===== src/hw/rtl/voltmeter_display_controller_core_assert.svh =====
// ----------------------------------------------------------------------------
// Voltmeter display controller assertion macros
// Concurrent assertion wrappers; compiled out when NO_ASSERTIONS is set.
// ----------------------------------------------------------------------------
`ifndef VOLTMETER_DISPLAY_CONTROLLER_CORE_ASSERT_SVH
`define VOLTMETER_DISPLAY_CONTROLLER_CORE_ASSERT_SVH
`ifndef NO_ASSERTIONS
`define VDC_ASSERT(lbl, prop, msg) \
    lbl: assert property (@(posedge i_clk) disable iff (!i_rst_n) prop) \
    else $error(msg);
`define VDC_ASSERT_NEXT(lbl, cond, prop, msg) \
    lbl: assert property (@(posedge i_clk) disable iff (!i_rst_n) \
    (cond) |=> (prop)) else $error(msg);
`else
`define VDC_ASSERT(lbl, prop, msg)
`define VDC_ASSERT_NEXT(lbl, cond, prop, msg)
`endif
`endif


===== src/hw/rtl/vdc_pkg.sv =====
// ----------------------------------------------------------------------------
// vdc_pkg
// Types, widths, codes and tables shared by the voltmeter display controller.
// ----------------------------------------------------------------------------
`default_nettype none

package vdc_pkg;

    // Averaging
    localparam int SAMPLES   = 8;
    localparam int ADC_W     = 10;
    localparam int ADC_MAX   = (1 << ADC_W) - 1;
    localparam int SUM_W     = $clog2(SAMPLES * ADC_MAX + 1);
    localparam int CNT_W     = (SAMPLES > 1) ? $clog2(SAMPLES) : 1;
    localparam int CNT1_W    = CNT_W + 1;

    // Field widths
    localparam int FUNC_W    = 2;
    localparam int SW_W      = 4;
    localparam int MODE_W    = 2;
    localparam int SEL_W     = 2;
    localparam int NUM_LEVELS = 4;
    localparam int VAL_W     = 7;
    localparam int DUTY_W    = 7;
    localparam int SEG_W     = 8;
    localparam int PERIOD_W  = 16;
    localparam int DIGIT_W   = 4;

    // Config port
    localparam int CFG_IDX_W  = 3;
    localparam int CFG_DATA_W = 16;
    localparam logic [CFG_IDX_W-1:0] CFG_PERIOD = 3'd0;
    localparam logic [CFG_IDX_W-1:0] CFG_LEVEL0 = 3'd1;
    localparam logic [CFG_IDX_W-1:0] CFG_LEVEL1 = 3'd2;
    localparam logic [CFG_IDX_W-1:0] CFG_LEVEL2 = 3'd3;
    localparam logic [CFG_IDX_W-1:0] CFG_LEVEL3 = 3'd4;

    localparam logic [PERIOD_W-1:0] PERIOD_RST = 16'd25000;
    localparam logic [DUTY_W-1:0]   LEVEL0_RST = 7'd3;
    localparam logic [DUTY_W-1:0]   LEVEL1_RST = 7'd15;
    localparam logic [DUTY_W-1:0]   LEVEL2_RST = 7'd40;
    localparam logic [DUTY_W-1:0]   LEVEL3_RST = 7'd90;

    // Volt scaling: (avg*33 + 511) / 1023
    localparam int SCALE_W     = 16;
    localparam int SCALE_MUL   = 33;
    localparam int SCALE_ROUND = 511;
    localparam int DIV1023_SH  = 10;

    localparam logic [DUTY_W-1:0] DUTY_FULL = 7'd100;
    localparam logic [DUTY_W-1:0] DUTY_OFF  = 7'd0;

    // compare = period*duty/100 via reciprocal: ceil(2^30/100), exact below 2^23
    localparam int PROD_W    = PERIOD_W + DUTY_W;
    localparam int RECIP_W   = 24;
    localparam int WIDE_W    = PROD_W + RECIP_W;
    localparam int DIV_SHIFT = 30;
    localparam logic [RECIP_W-1:0] RECIP_100 = 24'd10737419;

    localparam logic [SEG_W-1:0] DP_BIT = 8'h80;

    typedef enum logic [FUNC_W-1:0] {
        FUNC_SAMPLE  = 2'd0,
        FUNC_REFRESH = 2'd1,
        FUNC_SWITCH  = 2'd2,
        FUNC_NONE    = 2'd3
    } t_func;

    typedef enum logic [MODE_W-1:0] {
        MODE_VOLT   = 2'd0,
        MODE_FREEZE = 2'd1,
        MODE_LEVEL  = 2'd2,
        MODE_HOLD   = 2'd3
    } t_mode;

    typedef struct packed {
        logic [PERIOD_W-1:0]                  period;
        logic [NUM_LEVELS-1:0][DUTY_W-1:0]    level;
    } t_cfg;

    typedef struct packed {
        logic [SEG_W-1:0]  segments;
        logic              digit_high;
        logic [DUTY_W-1:0] duty_percent;
        logic [VAL_W-1:0]  shown_value;
    } t_disp;

    function automatic logic [SEG_W-1:0] seg_code(input logic [DIGIT_W-1:0] d);
        logic [SEG_W-1:0] s;
        case (d)
            4'h0:    s = 8'h77;
            4'h1:    s = 8'h41;
            4'h2:    s = 8'h3B;
            4'h3:    s = 8'h6B;
            4'h4:    s = 8'h4D;
            4'h5:    s = 8'h6E;
            4'h6:    s = 8'h7E;
            4'h7:    s = 8'h43;
            4'h8:    s = 8'h7F;
            4'h9:    s = 8'h6F;
            4'hA:    s = 8'h5F;
            4'hB:    s = 8'h7C;
            4'hC:    s = 8'h36;
            4'hD:    s = 8'h79;
            4'hE:    s = 8'h3E;
            default: s = 8'h1E;
        endcase
        return s;
    endfunction

    // v/10 as (v*205)>>11, exact for seven-bit values
    function automatic logic [DIGIT_W-1:0] tens_of(input logic [VAL_W-1:0] v);
        logic [14:0] p;
        p = 15'(v) * 15'd205;
        return p[14:11];
    endfunction

endpackage

`default_nettype wire


===== src/hw/rtl/vdc_in_if.sv =====
// ----------------------------------------------------------------------------
// vdc_in_if
// Input item channel: valid/ready with func, sample and switches.
// ----------------------------------------------------------------------------
`default_nettype none

interface vdc_in_if;
    import vdc_pkg::*;

    logic                 valid;
    logic                 ready;
    logic [FUNC_W-1:0]    func;
    logic [ADC_W-1:0]     sample;
    logic [SW_W-1:0]      switches;

    modport source (output valid, output func, output sample, output switches,
                    input ready);
    modport sink   (input valid, input func, input sample, input switches,
                    output ready);
endinterface

`default_nettype wire


===== src/hw/rtl/vdc_out_if.sv =====
// ----------------------------------------------------------------------------
// vdc_out_if
// Result item channel: valid/ready with display and PWM fields.
// ----------------------------------------------------------------------------
`default_nettype none

interface vdc_out_if;
    import vdc_pkg::*;

    logic                 valid;
    logic                 ready;
    logic [SEG_W-1:0]     segments;
    logic                 digit_high;
    logic [DUTY_W-1:0]    duty_percent;
    logic [PERIOD_W-1:0]  compare_count;
    logic [VAL_W-1:0]     shown_value;

    modport source (output valid, output segments, output digit_high,
                    output duty_percent, output compare_count, output shown_value,
                    input ready);
    modport sink   (input valid, input segments, input digit_high,
                    input duty_percent, input compare_count, input shown_value,
                    output ready);
endinterface

`default_nettype wire


===== src/hw/rtl/vdc_cfg.sv =====
// ----------------------------------------------------------------------------
// vdc_cfg
// Configuration registers: PWM period and the four brightness levels.
// ----------------------------------------------------------------------------
`default_nettype none

module vdc_cfg (
    input  wire logic                          i_clk,
    input  wire logic                          i_rst_n,
    input  wire logic                          i_cfg_we,
    input  wire logic [vdc_pkg::CFG_IDX_W-1:0] i_cfg_idx,
    input  wire logic [vdc_pkg::CFG_DATA_W-1:0] i_cfg_data,
    output vdc_pkg::t_cfg                      o_cfg
);
    import vdc_pkg::*;

    t_cfg r_cfg;
    t_cfg n_cfg;

    always_comb begin
        n_cfg = r_cfg;
        if (i_cfg_we) begin
            case (i_cfg_idx)
                CFG_PERIOD: n_cfg.period   = i_cfg_data[PERIOD_W-1:0];
                CFG_LEVEL0: n_cfg.level[0] = i_cfg_data[DUTY_W-1:0];
                CFG_LEVEL1: n_cfg.level[1] = i_cfg_data[DUTY_W-1:0];
                CFG_LEVEL2: n_cfg.level[2] = i_cfg_data[DUTY_W-1:0];
                CFG_LEVEL3: n_cfg.level[3] = i_cfg_data[DUTY_W-1:0];
                default:    n_cfg = r_cfg;
            endcase
        end
    end

    always_ff @(posedge i_clk) begin
        if (!i_rst_n) begin
            r_cfg.period   <= PERIOD_RST;
            r_cfg.level[0] <= LEVEL0_RST;
            r_cfg.level[1] <= LEVEL1_RST;
            r_cfg.level[2] <= LEVEL2_RST;
            r_cfg.level[3] <= LEVEL3_RST;
        end else begin
            r_cfg <= n_cfg;
        end
    end

    assign o_cfg = r_cfg;

endmodule

`default_nettype wire


===== src/hw/rtl/vdc_state.sv =====
// ----------------------------------------------------------------------------
// vdc_state
// Per-item state update: averaging, digit refresh, mode and duty; also
// registers period*duty for the compare stage.
// ----------------------------------------------------------------------------
`default_nettype none
`include "voltmeter_display_controller_core_assert.svh"

module vdc_state (
    input  wire logic                        i_clk,
    input  wire logic                        i_rst_n,
    input  wire logic                        i_load,
    input  wire vdc_pkg::t_func              i_func,
    input  wire logic [vdc_pkg::ADC_W-1:0]   i_sample,
    input  wire logic [vdc_pkg::SW_W-1:0]    i_switches,
    input  wire vdc_pkg::t_cfg               i_cfg,
    output vdc_pkg::t_disp                   o_disp,
    output logic [vdc_pkg::PROD_W-1:0]       o_prod
);
    import vdc_pkg::*;

    logic [SUM_W-1:0]  r_sum,    n_sum;
    logic [CNT_W-1:0]  r_count,  n_count;
    logic [VAL_W-1:0]  r_value,  n_value;
    logic              r_toggle, n_toggle;
    t_mode             r_mode,   n_mode;
    logic [DUTY_W-1:0] r_duty,   n_duty;
    logic [SEG_W-1:0]  r_seg,    n_seg;
    logic              r_digit,  n_digit;
    logic [PROD_W-1:0] r_prod;

    // Sample path
    logic [SUM_W-1:0]   w_sum_acc;
    logic [CNT1_W-1:0]  w_cnt_inc;
    logic [ADC_W-1:0]   w_avg;
    logic [SCALE_W-1:0] w_x;
    logic [SCALE_W-1:0] w_q;

    // Refresh path
    logic [DIGIT_W-1:0] w_tens;
    logic [VAL_W-1:0]   w_ones;

    // Switch path
    t_mode              w_sw_mode;
    logic [SEL_W-1:0]   w_sel;
    logic [DUTY_W-1:0]  w_lv;

    assign w_sum_acc = r_sum + SUM_W'(i_sample);
    assign w_cnt_inc = CNT1_W'(r_count) + CNT1_W'(1);
    assign w_avg     = ADC_W'(w_sum_acc / SUM_W'(SAMPLES));
    assign w_x       = SCALE_W'(w_avg) * SCALE_W'(SCALE_MUL) + SCALE_W'(SCALE_ROUND);
    // floor(x/1023) = (x + (x>>10) + 1) >> 10 while the quotient stays below 1024
    assign w_q       = (w_x + (w_x >> DIV1023_SH) + SCALE_W'(1)) >> DIV1023_SH;

    assign w_tens    = tens_of(r_value);
    assign w_ones    = r_value - VAL_W'(w_tens) * VAL_W'(10);

    assign w_sw_mode = t_mode'(i_switches[MODE_W-1:0]);
    assign w_sel     = i_switches[MODE_W +: SEL_W];
    assign w_lv      = i_cfg.level[w_sel];

    always_comb begin
        n_sum    = r_sum;
        n_count  = r_count;
        n_value  = r_value;
        n_toggle = r_toggle;
        n_mode   = r_mode;
        n_duty   = r_duty;
        n_seg    = r_seg;
        n_digit  = r_digit;
        case (i_func)
            FUNC_SAMPLE: begin
                if (r_mode == MODE_VOLT) begin
                    if (w_cnt_inc >= CNT1_W'(SAMPLES)) begin
                        n_sum   = '0;
                        n_count = '0;
                        n_value = VAL_W'(w_q);
                    end else begin
                        n_sum   = w_sum_acc;
                        n_count = CNT_W'(w_cnt_inc);
                    end
                end
            end
            FUNC_REFRESH: begin
                n_toggle = ~r_toggle;
                n_digit  = r_toggle;
                if (r_toggle) begin
                    n_seg = seg_code(w_tens) | DP_BIT;
                end else begin
                    n_seg = seg_code(w_ones[DIGIT_W-1:0]);
                end
            end
            FUNC_SWITCH: begin
                case (w_sw_mode)
                    MODE_VOLT: begin
                        n_mode = MODE_VOLT;
                        n_duty = DUTY_OFF;
                    end
                    MODE_FREEZE: begin
                        n_mode = MODE_FREEZE;
                        n_duty = DUTY_FULL;
                    end
                    MODE_LEVEL: begin
                        n_mode  = MODE_LEVEL;
                        n_duty  = (w_lv > DUTY_FULL) ? DUTY_FULL : w_lv;
                        n_value = w_lv;
                    end
                    default: n_mode = r_mode;   // mode 3 keeps everything
                endcase
            end
            default: n_mode = r_mode;
        endcase
    end

    always_ff @(posedge i_clk) begin
        if (!i_rst_n) begin
            r_sum    <= '0;
            r_count  <= '0;
            r_value  <= '0;
            r_toggle <= 1'b0;
            r_mode   <= MODE_VOLT;
            r_duty   <= '0;
            r_seg    <= '0;
            r_digit  <= 1'b0;
        end else if (i_load) begin
            r_sum    <= n_sum;
            r_count  <= n_count;
            r_value  <= n_value;
            r_toggle <= n_toggle;
            r_mode   <= n_mode;
            r_duty   <= n_duty;
            r_seg    <= n_seg;
            r_digit  <= n_digit;
        end
    end

    always_ff @(posedge i_clk) begin
        if (i_load) begin
            r_prod <= PROD_W'(i_cfg.period) * PROD_W'(n_duty);
        end
    end

    assign o_disp.segments     = r_seg;
    assign o_disp.digit_high   = r_digit;
    assign o_disp.duty_percent = r_duty;
    assign o_disp.shown_value  = r_value;
    assign o_prod              = r_prod;

    `VDC_ASSERT_NEXT(a_sample_ignored, i_load && i_func == FUNC_SAMPLE && r_mode != MODE_VOLT, $stable(r_sum) && $stable(r_count) && $stable(r_value), "sample changed state outside voltmeter mode")
    `VDC_ASSERT_NEXT(a_refresh_toggles, i_load && i_func == FUNC_REFRESH, r_toggle != $past(r_toggle) && r_digit == $past(r_toggle), "refresh did not alternate digits")
    `VDC_ASSERT(a_freeze_full, (r_mode == MODE_FREEZE) |-> (r_duty == DUTY_FULL), "freeze mode without full duty")
    `VDC_ASSERT(a_dp_on_high, r_digit == r_seg[SEG_W-1], "decimal point not tied to high digit")

endmodule

`default_nettype wire


===== src/hw/rtl/vdc_out.sv =====
// ----------------------------------------------------------------------------
// vdc_out
// Result register: PWM compare value from the registered period*duty.
// ----------------------------------------------------------------------------
`default_nettype none

module vdc_out (
    input  wire logic                        i_clk,
    input  wire logic                        i_load,
    input  wire vdc_pkg::t_disp              i_disp,
    input  wire logic [vdc_pkg::PROD_W-1:0]  i_prod,
    output vdc_pkg::t_disp                   o_disp,
    output logic [vdc_pkg::PERIOD_W-1:0]     o_compare
);
    import vdc_pkg::*;

    t_disp               r_disp;
    logic [PERIOD_W-1:0] r_compare;
    logic [WIDE_W-1:0]   w_wide;

    // divide by 100 through the reciprocal multiply
    assign w_wide = WIDE_W'(i_prod) * WIDE_W'(RECIP_100);

    always_ff @(posedge i_clk) begin
        if (i_load) begin
            r_disp    <= i_disp;
            r_compare <= w_wide[DIV_SHIFT +: PERIOD_W];
        end
    end

    assign o_disp    = r_disp;
    assign o_compare = r_compare;

endmodule

`default_nettype wire


===== src/hw/rtl/voltmeter_display_controller_core.sv =====
// ----------------------------------------------------------------------------
// voltmeter_display_controller_core
// Sample averaging, two-digit display refresh and LED PWM level control.
// ----------------------------------------------------------------------------
// Takes one item per clock while the output accepts and returns exactly one
// result item for each, in order. An accepted item passes an input register,
// the state update stage (averaging, digit refresh, mode and duty, plus the
// period*duty product) and the result register, where the product is
// divided by 100 with a reciprocal multiply.
// Each stage holds independently, so input is still taken while a result
// waits downstream until all three stages are full.
// Configuration writes take effect on the next clock and are to be issued
// only while no items are in flight.
`default_nettype none

module voltmeter_display_controller_core (
    input  wire logic                           i_clk,
    input  wire logic                           i_rst_n,
    input  wire logic                           i_cfg_we,
    input  wire logic [vdc_pkg::CFG_IDX_W-1:0]  i_cfg_idx,
    input  wire logic [vdc_pkg::CFG_DATA_W-1:0] i_cfg_data,
    vdc_in_if.sink                              i_in,
    vdc_out_if.source                           o_out
);
    import vdc_pkg::*;

    // Input stage
    logic              r_s0_valid, n_s0_valid;
    logic [FUNC_W-1:0] r_s0_func;
    logic [ADC_W-1:0]  r_s0_sample;
    logic [SW_W-1:0]   r_s0_switches;

    logic              r_s1_valid, n_s1_valid;
    logic              r_out_valid, n_out_valid;

    logic              w_take;
    logic              w_adv1, w_load1;
    logic              w_adv2, w_load2;

    t_cfg              w_cfg;
    t_disp             w_s1_disp;
    logic [PROD_W-1:0] w_s1_prod;
    t_disp             w_out_disp;
    logic [PERIOD_W-1:0] w_compare;

    assign w_adv2  = !r_out_valid || o_out.ready;
    assign w_load2 = r_s1_valid && w_adv2;
    assign w_adv1  = !r_s1_valid || w_adv2;
    assign w_load1 = r_s0_valid && w_adv1;

    assign i_in.ready = !r_s0_valid || w_adv1;
    assign w_take     = i_in.valid && i_in.ready;

    assign n_s0_valid  = w_take  || (r_s0_valid && !w_adv1);
    assign n_s1_valid  = w_load1 || (r_s1_valid && !w_adv2);
    assign n_out_valid = w_load2 || (r_out_valid && !o_out.ready);

    always_ff @(posedge i_clk) begin
        if (!i_rst_n) begin
            r_s0_valid  <= 1'b0;
            r_s1_valid  <= 1'b0;
            r_out_valid <= 1'b0;
        end else begin
            r_s0_valid  <= n_s0_valid;
            r_s1_valid  <= n_s1_valid;
            r_out_valid <= n_out_valid;
        end
    end

    always_ff @(posedge i_clk) begin
        if (w_take) begin
            r_s0_func     <= i_in.func;
            r_s0_sample   <= i_in.sample;
            r_s0_switches <= i_in.switches;
        end
    end

    vdc_cfg u_cfg (
        .i_clk      (i_clk),
        .i_rst_n    (i_rst_n),
        .i_cfg_we   (i_cfg_we),
        .i_cfg_idx  (i_cfg_idx),
        .i_cfg_data (i_cfg_data),
        .o_cfg      (w_cfg)
    );

    vdc_state u_state (
        .i_clk      (i_clk),
        .i_rst_n    (i_rst_n),
        .i_load     (w_load1),
        .i_func     (t_func'(r_s0_func)),
        .i_sample   (r_s0_sample),
        .i_switches (r_s0_switches),
        .i_cfg      (w_cfg),
        .o_disp     (w_s1_disp),
        .o_prod     (w_s1_prod)
    );

    vdc_out u_out (
        .i_clk      (i_clk),
        .i_load     (w_load2),
        .i_disp     (w_s1_disp),
        .i_prod     (w_s1_prod),
        .o_disp     (w_out_disp),
        .o_compare  (w_compare)
    );

    assign o_out.valid         = r_out_valid;
    assign o_out.segments      = w_out_disp.segments;
    assign o_out.digit_high    = w_out_disp.digit_high;
    assign o_out.duty_percent  = w_out_disp.duty_percent;
    assign o_out.compare_count = w_compare;
    assign o_out.shown_value   = w_out_disp.shown_value;

endmodule

`default_nettype wire


===== src/flat_wrapper.sv =====
// flat-port wrapper written by rule: the top's interface ports become plain ports
module voltmeter_display_controller_core_flat import vdc_pkg::*;
  (i_clk, i_rst_n, i_cfg_we, i_cfg_idx, i_cfg_data, i_in_valid, i_in_func, i_in_sample, i_in_switches, i_in_ready, o_out_valid, o_out_segments, o_out_digit_high, o_out_duty_percent, o_out_compare_count, o_out_shown_value, o_out_ready);
  vdc_in_if i_in_i ();
  vdc_out_if o_out_i ();
  input  wire logic i_clk;
  input  wire logic i_rst_n;
  input  wire logic i_cfg_we;
  input  wire logic [vdc_pkg::CFG_IDX_W-1:0] i_cfg_idx;
  input  wire logic [vdc_pkg::CFG_DATA_W-1:0] i_cfg_data;
  input wire logic [$bits(i_in_i.valid)-1:0] i_in_valid;
  input wire logic [$bits(i_in_i.func)-1:0] i_in_func;
  input wire logic [$bits(i_in_i.sample)-1:0] i_in_sample;
  input wire logic [$bits(i_in_i.switches)-1:0] i_in_switches;
  output wire logic [$bits(i_in_i.ready)-1:0] i_in_ready;
  output wire logic [$bits(o_out_i.valid)-1:0] o_out_valid;
  output wire logic [$bits(o_out_i.segments)-1:0] o_out_segments;
  output wire logic [$bits(o_out_i.digit_high)-1:0] o_out_digit_high;
  output wire logic [$bits(o_out_i.duty_percent)-1:0] o_out_duty_percent;
  output wire logic [$bits(o_out_i.compare_count)-1:0] o_out_compare_count;
  output wire logic [$bits(o_out_i.shown_value)-1:0] o_out_shown_value;
  input wire logic [$bits(o_out_i.ready)-1:0] o_out_ready;
  assign i_in_i.valid = i_in_valid;
  assign i_in_i.func = i_in_func;
  assign i_in_i.sample = i_in_sample;
  assign i_in_i.switches = i_in_switches;
  assign i_in_ready = i_in_i.ready;
  assign o_out_valid = o_out_i.valid;
  assign o_out_segments = o_out_i.segments;
  assign o_out_digit_high = o_out_i.digit_high;
  assign o_out_duty_percent = o_out_i.duty_percent;
  assign o_out_compare_count = o_out_i.compare_count;
  assign o_out_shown_value = o_out_i.shown_value;
  assign o_out_i.ready = o_out_ready;
  voltmeter_display_controller_core u_core (.i_clk(i_clk), .i_rst_n(i_rst_n), .i_cfg_we(i_cfg_we), .i_cfg_idx(i_cfg_idx), .i_cfg_data(i_cfg_data), .i_in(i_in_i), .o_out(o_out_i));
endmodule

===== config.mk =====
export PLATFORM = sky130hd
export DESIGN_NAME = voltmeter_display_controller_core_flat
export DESIGN_NICKNAME = d
export VERILOG_FILES = /design/src/hw/rtl/vdc_pkg.sv /design/src/hw/rtl/vdc_in_if.sv /design/src/hw/rtl/vdc_out_if.sv /design/src/hw/rtl/vdc_cfg.sv /design/src/hw/rtl/vdc_state.sv /design/src/hw/rtl/vdc_out.sv /design/src/hw/rtl/voltmeter_display_controller_core.sv /design/src/flat_wrapper.sv
export VERILOG_INCLUDE_DIRS = /design/src /design/src/hw/rtl
export SDC_FILE = /design/constraint.sdc
export NUM_CORES = 1
export LEC_CHECK = 0
export BUFFER_PORTS_ARGS = -buffer_cell sky130_fd_sc_hd__buf_4
export CELL_PAD_IN_SITES_DETAIL_PLACEMENT = 0
export CELL_PAD_IN_SITES_GLOBAL_PLACEMENT = 1
export CORE_MARGIN = 10
export CORE_UTILIZATION = 43
export DETAILED_ROUTE_END_ITERATION = 10
export GPL_ROUTABILITY_DRIVEN = 1
export PLACE_DENSITY = 0.72
export SETUP_SLACK_MARGIN = 0.3
export SKIP_LAST_GASP = 1
export SYNTH_ARGS = -nofsm -noshare
export SYNTH_HDL_FRONTEND = slang
export SYNTH_SLANG_ARGS = --single-unit

===== constraint.sdc =====
create_clock -name i_clk -period 12.2 [get_ports i_clk]
set_input_delay 1.83 -clock i_clk [delete_from_list [all_inputs] [get_ports i_clk]]
set_output_delay 1.83 -clock i_clk [all_outputs]
set_load 0.02 [all_outputs]

**Yosys cells after proc, flatten, opt, wreduce, memory -nomap -nowiden**

Memory sizes are Yosys's and may differ from the RTL's.
Cells that the tools add are included.

- Register bits after elaboration: 167
- ROM bits: 224
- Bits of input ports: 40
- Output and inout bits: 41
- Word-level logic and storage cells: 99
- Memories kept: 2

- Add/subtract/negate cells: 6
- Multiply operators: 5
- Order comparisons: 3
- Equality and inequality tests: 11
- Mux-type cells: 13
- Bitwise operators: 1
- Reduce and logical (&&, ||, !) cells: 33

Memory list:

| memory | words | width | read ports | clocked after memory_dff | wr ports | RTL line | RTL |
|---|---|---|---|---|---|---|---|
| (name not given) | 16 | 7 | 1 | 0 | 0 | vdc_pkg.sv:90 | `case (d)` |
| (name not given) | 16 | 7 | 1 | 0 | 0 | vdc_pkg.sv:90 |  |

Operators with widths:

| operator | number |
|---|---|
| $mul A23 B24 Y46 const B | 1 |
| $mux W7 | 6 |
| $mul A16 B7 Y23 | 1 |
| $pmux W7 S3 | 1 |
| $add A16 B1 Y16 const B | 1 |
| $add A16 B6 Y16 | 1 |
| $add A16 B9 Y16 const B | 1 |
| $mul A10 B6 Y16 const B | 1 |
| $mul A7 B8 Y15 const B | 1 |
| $bmux W7 S2 | 1 |
| $pmux W7 S2 | 1 |
| $add A13 B10 Y13 | 1 |
| $mux W13 | 1 |
| $reduce_and A2 Y1 | 6 |
| $mux W8 | 1 |
| $gt A7 B7 Y1 const B | 1 |
| $eq A3 B2 Y1 const B | 2 |
| $logic_and A1 B1 Y1 | 6 |
| $logic_not A1 Y1 | 6 |
| $logic_not A2 Y1 | 3 |
| $logic_or A1 B1 Y1 | 6 |
| $ne A2 B2 Y1 const B | 3 |
| $pmux W2 S3 | 1 |
| $reduce_and A3 Y1 | 2 |
| 15 further kinds | 17 |

**Logic depth before layout (Yosys ltp)**

- Depth in word-level cells: 8
- Gate-level depth with buffers: 30
- Mapped depth without buffers: 30

**Cells and area by module**

From an unflattened synthesis, not the netlist that was laid out.

- Cell total of the unflattened synthesis: 2142
- Area total of the unflattened synthesis: 21713.3 µm²

By module, submodules not included:

| module | times used | cells an instance | area an instance (µm²) |
|---|---|---|---|
| vdc_out | 1 | 955 | 10259.8 |
| vdc_state | 1 | 984 | 9038.7 |
| vdc_cfg | 1 | 174 | 1798.0 |
| voltmeter_display_controller_core | 1 | 29 | 616.8 |

**Worst setup path before layout**

OpenSTA, ideal clock, no wires.

- Path type: reg-to-reg
- Start point: register u_core.r_s0_sample[0]
- End point: register u_core.u_state.r_value[3]
- Library setup time: 0.136 ns
- Arrival time: 6.340 ns
- Data required time: 12.064 ns
- Setup slack: 5.724 ns
- Stages on the path, launching flop included: 29
- Buffers on the path: 0
- Clock period less this slack: 6.476 ns
- Cell sequence: edfxtp_1 ha_1 fa_1 a21oi_1 o2111ai_1 o211ai_1 o21ai_2 nand3_1 xor2_1 fa_1 inv_1 ha_1 ha_1 ha_1 and4_1 a21oi_1 a311oi_2 a21oi_1 nor2_1 xnor2_1 ha_1 a2111oi_0 nand2_1 o311a_1 o21ai_1 nor4_2 or3_1 a31oi_1 a21oi_1

- Longest elaborated chain between the ends: 8

Ends and longest elaborated chain:

| what | RTL line | RTL |
|---|---|---|
| start, declared | voltmeter_display_controller_core.sv:30 | `logic [ADC_W-1:0] r_s0_sample;` |
| start signal, assigned | voltmeter_display_controller_core.sv:73 | `r_s0_sample <= i_in.sample;` |
| $add A13 B10 Y13 | vdc_state.sv:48 | `assign w_sum_acc = r_sum + SUM_W'(i_sample);` |
| $mul A10 B6 Y16 | vdc_state.sv:51 | `assign w_x = SCALE_W'(w_avg) * SCALE_W'(SCALE_MUL) + SCALE_W'(SCALE_ROUND);` |
| $add A16 B9 Y16 | vdc_state.sv:51 |  |
| $add A16 B6 Y16 | vdc_state.sv:53 | `assign w_q = (w_x + (w_x >> DIV1023_SH) + SCALE_W'(1)) >> DIV1023_SH;` |
| $add A16 B1 Y16 | vdc_state.sv:53 |  |
| $mux W7 | vdc_state.sv:74 | `if (w_cnt_inc >= CNT1_W'(SAMPLES)) begin` |
| $mux W7 | vdc_state.sv:73 | `if (r_mode == MODE_VOLT) begin` |
| $pmux W7 S2 | vdc_state.sv:71 | `case (i_func)` |
| end signal, assigned | vdc_state.sv:128 | `r_value <= n_value;` |
| end, declared | vdc_state.sv:24 | `logic [VAL_W-1:0] r_value, n_value;` |

No other way between the ends. The select of a mux whose other input is x is not followed.
A chain may end at the register's enable or synchronous reset.

**Final worst setup path**

- Start point: register u_core.r_s0_switches[2]
- End point: register u_core.u_state.r_prod[22], in the netlist u_core.u_state.o_prod[22] (data pin)

- Longest elaborated chain between the ends: 7

Ends and longest elaborated chain:

| what | RTL line | RTL |
|---|---|---|
| start, declared | voltmeter_display_controller_core.sv:31 | `logic [SW_W-1:0] r_s0_switches;` |
| start signal, assigned | voltmeter_display_controller_core.sv:74 | `r_s0_switches <= i_in.switches;` |
| $bmux W7 S2 (*) | vdc_state.sv:60 | `assign w_lv = i_cfg.level[w_sel];` |
| $mux W7 (implied by the code) (*) | vdc_state.sv:60 |  |
| $gt A7 B7 Y1 | vdc_state.sv:105 | `n_duty = (w_lv > DUTY_FULL) ? DUTY_FULL : w_lv;` |
| $mux W7 (*) | vdc_state.sv:105 |  |
| $pmux W7 S3 (*) | vdc_state.sv:94 | `case (w_sw_mode)` |
| $mux W7 (*) | vdc_state.sv:71 |  |
| $mul A16 B7 Y23 (*) | vdc_state.sv:139 | `r_prod <= PROD_W'(i_cfg.period) * PROD_W'(n_duty);` |
| end signal, assigned | vdc_state.sv:139 |  |
| end, declared | vdc_state.sv:30 | `logic [PROD_W-1:0] r_prod;` |

Mark *: on every way between the ends. The rest lies on a longest branch, timed or not. The select of a mux whose other input is x is not followed.

==> results.cfg <==
[synthesis]
synth_seq_cells = 165
synth.top_cell.area_share_pct = 26.2
ys_seq_area_share_pct = 19.1
synth_edf_count = 77
yosysWarnings = 0
synth.mux.area_fraction_pct = 1.41
yosysUniqueCellTypes = 87
avgSynthCellArea_sq_um = 9.95
synth_adder_area_share_pct = 47.6
syn_area_sq_mm = 0.0213
synthTopCellsByArea = fa_1, ha_1, edfxtp_1, dfxtp_1, inv_1
syn_nets = 2822
synthArstFlopShare_pct = 0
synth_simple_gate_area_share_pct = 11.4
synth_top_area_cell = fa_1
yosysMostFrequentCell = inv_1
syn_inst = 2139
synth_common_cells = inv_1, ha_1, fa_1
synth_top_family_by_area = adder cells
synth_compound_area_share_pct = 8.80
ys_dominant_reg_cell = dfxtp_1
synthXorXnorAreaFrac_pct = 3.09

[drt]
initialDrtViolationCount = 669
ant_nets = 0
vias = 14700
viasPerCell = 5.08
wl_per_cell_um = 17.6
first_pass_iters = 5
wl_mm = 50.9
drcViolationCount = 0

[clock_network]
cts_tree = yes
clockBufferDepth = 2
cts_setup_buffers = 0
cts-resized-gates = 0
clkSinkCount = 165
htreeDepth = 4
clk_pin_slew_worst_paths_ns = 0.08
ctsHoldBuffers = 0
numCtsBuffers = 17
clock_latency_ns = 0.49
cts_root_buf = clkbuf_16

[sta]
finalSetupViolations = 0
fmax_mhz = 134
setup_tns_ns = 0
rsz0062_at_grt = no
period_share_pct = 61.3
min_period_ns = 7.48
relSlewSlack_pct = 15.1
tightest_slew_ns = 1.27
slew_viol_final = 0
hold_viol_final = 0
finClkSkew_ns = 0.0209

[floorplanning]
fp.dieW_um = 242
std_cell_rows = 81
initial_core_util_pct = 43.5
fp.coreArea_sq_mm = 0.0490
io_pins = 81
chipHeight_um = 242
die-area_sq_mm = 0.0588

[global_route]
grt_pass1_vias = 15900
grt_usage_pct = 18.0
grt-ovfl-total = 0
grt_pass1_wl_mm = 84.5
grt_max_degree = 61
antenna_found_initial = 0

[setup_path]
critical_path_class = reg2reg
end_kind = register
path_max_fanout = 16
worstSetupStartpointType = register
arrival_ns = 7.71
cp.required_ns = 12.43

[placement]
portBuffers = 80
gp_congestion = 0.927
dp.final_hpwl_mm = 43.4

[finish]
fin_nets = 2893
seqCellArea_sq_mm = 0.00407
multi_input_area_sq_mm = 0.0154
fill_cells = 4612
drive_gt1_share_pct = 7.06
syn_to_final_growth_pct = 9.24
n_antenna_cell = 0

[power]
p_total_uw = 5810
power_density_mw_per_mm2 = 250
leakagePower_uw = 0.0116
vdd_drop_max_v = 0.000225

[min_path]
hp-class = reg2reg

[status]
outcome = complete, no violations

[flow_run]
cap_violations = 0
-- cell usage in the layout, fill, tap and decap left out, types with 8 or more instances in the layout --
cell type  count
a21oi_1       94
edfxtp_1      77
o211ai_1       8
o21ai_0       32
inv_1        439
nor2b_1       49
xor2_1        20
a21o_1        22
and2_1        49
a22oi_1       15
xnor2_1       45
a211oi_1      10
nand2_1      153
dfxtp_1       88
or3_1          9
nand3_1       49
nor2_1        91
buf_4         88
nor3_1        23
a31oi_1        8
mux4_2         8
nand2b_1      18
ha_1         365
fa_1         278
clkbuf_16     17
mux2i_1       12
and3_1        16
-- layer usage --
layer	GRT usage, %	part of all wire (%)	up-vias
li1	-	-	7159
met1	23.2	46	7213
met2	29.5	47	246
met3	3.60	4.2	52
met4	6.05	2.5	0
met5	0	0	-
-- logic make-up (layout without fill, tap and decap cells) --
group / after synthesis / after routing
xor gates and xnor gates: 69 / 69
muxes: 20 / 20
DFF: 165 / 165
adders and majority gates: 643 / 643
buffers and inverters: 477 / 561
AOI/OAI and AO/OA: 273 / 273
and+or+nand+nor: 492 / 492
-- critical path: stages (launching register included) --
cell	delay [ns]
edfxtp_1	0.59
mux4_2	0.49
o21ai_0	0.09
a21oi_1	0.23
o21ai_0	0.14
a21oi_1	1.01
and2_1	0.27
fa_1	0.43
fa_1	0.47
fa_1	0.54
inv_1	0.05
fa_1	0.53
inv_1	0.04
ha_1	0.34
or3_1	0.35
o21ai_0	0.12
a211o_1	0.17
a31oi_1	0.17
and4_1	0.25
a2111oi_1	0.61
a21oi_1	0.16
xnor2_1	0.15
-- worst paths after layout --
check	start	end	slack [ns]	depth (start not counted)
worst max-delay path	u_core.r_s0_switches[2]	u_core.u_state.o_prod[22]	4.72	21
worst min-delay path	u_core.u_state.r_seg[1]	u_core.u_out.o_disp[16]	0.44	0
worst max register to register	u_core.r_s0_switches[2]	u_core.u_state.o_prod[22]	4.72	21
worst min register to register	u_core.u_state.r_seg[1]	u_core.u_out.o_disp[16]	0.44	0
-- per-stage QoR --
step                hold slack [ns]  util, %  instance area [sq um]  worst slack (ns)  cells
CTS                           0.444     47.5                  23200              4.68   2887
global route                  0.459     47.5                  23200              4.12   2887
finish                        0.442     47.5                  23200              4.72   2887
floorplan                     0.403        -                  21300              5.72   2139
detailed placement            0.425     46.2                  22600              4.71   2855
global placement              0.419     46.2                  22600              4.79   2855
-- power by group --
part           switching (uW)  leakage, uW  internal, uW
Clock                     283     0.000301           283
Sequential               33.9      0.00144           731
Combinational            2550      0.00989          1930
-- layout make-up --
cell class	instances	share of cell area [%]
inverters	441	7.12
multi-input cells	1497	66.3
clock buffers	18	1.89
well taps	664	3.57
repair buffers	88	2.84
flip-flops and latches	165	17.5
clock inverters	14	0.743
-- registers in the layout, summed over array words and instances (netlist names), 2 cells and up --
register and count:
u_core.r_s0_func 2, u_core.r_s0_sample 10, u_core.r_s0_switches 4, u_core.u_cfg.o_cfg 44
u_core.u_out.o_compare 16, u_core.u_out.o_disp 22, u_core.u_state.o_prod 23, u_core.u_state.r_count 3
u_core.u_state.r_duty 7, u_core.u_state.r_mode 2, u_core.u_state.r_seg 8, u_core.u_state.r_sum 13
u_core.u_state.r_value 7
Power figures use the tool's default switching activity.
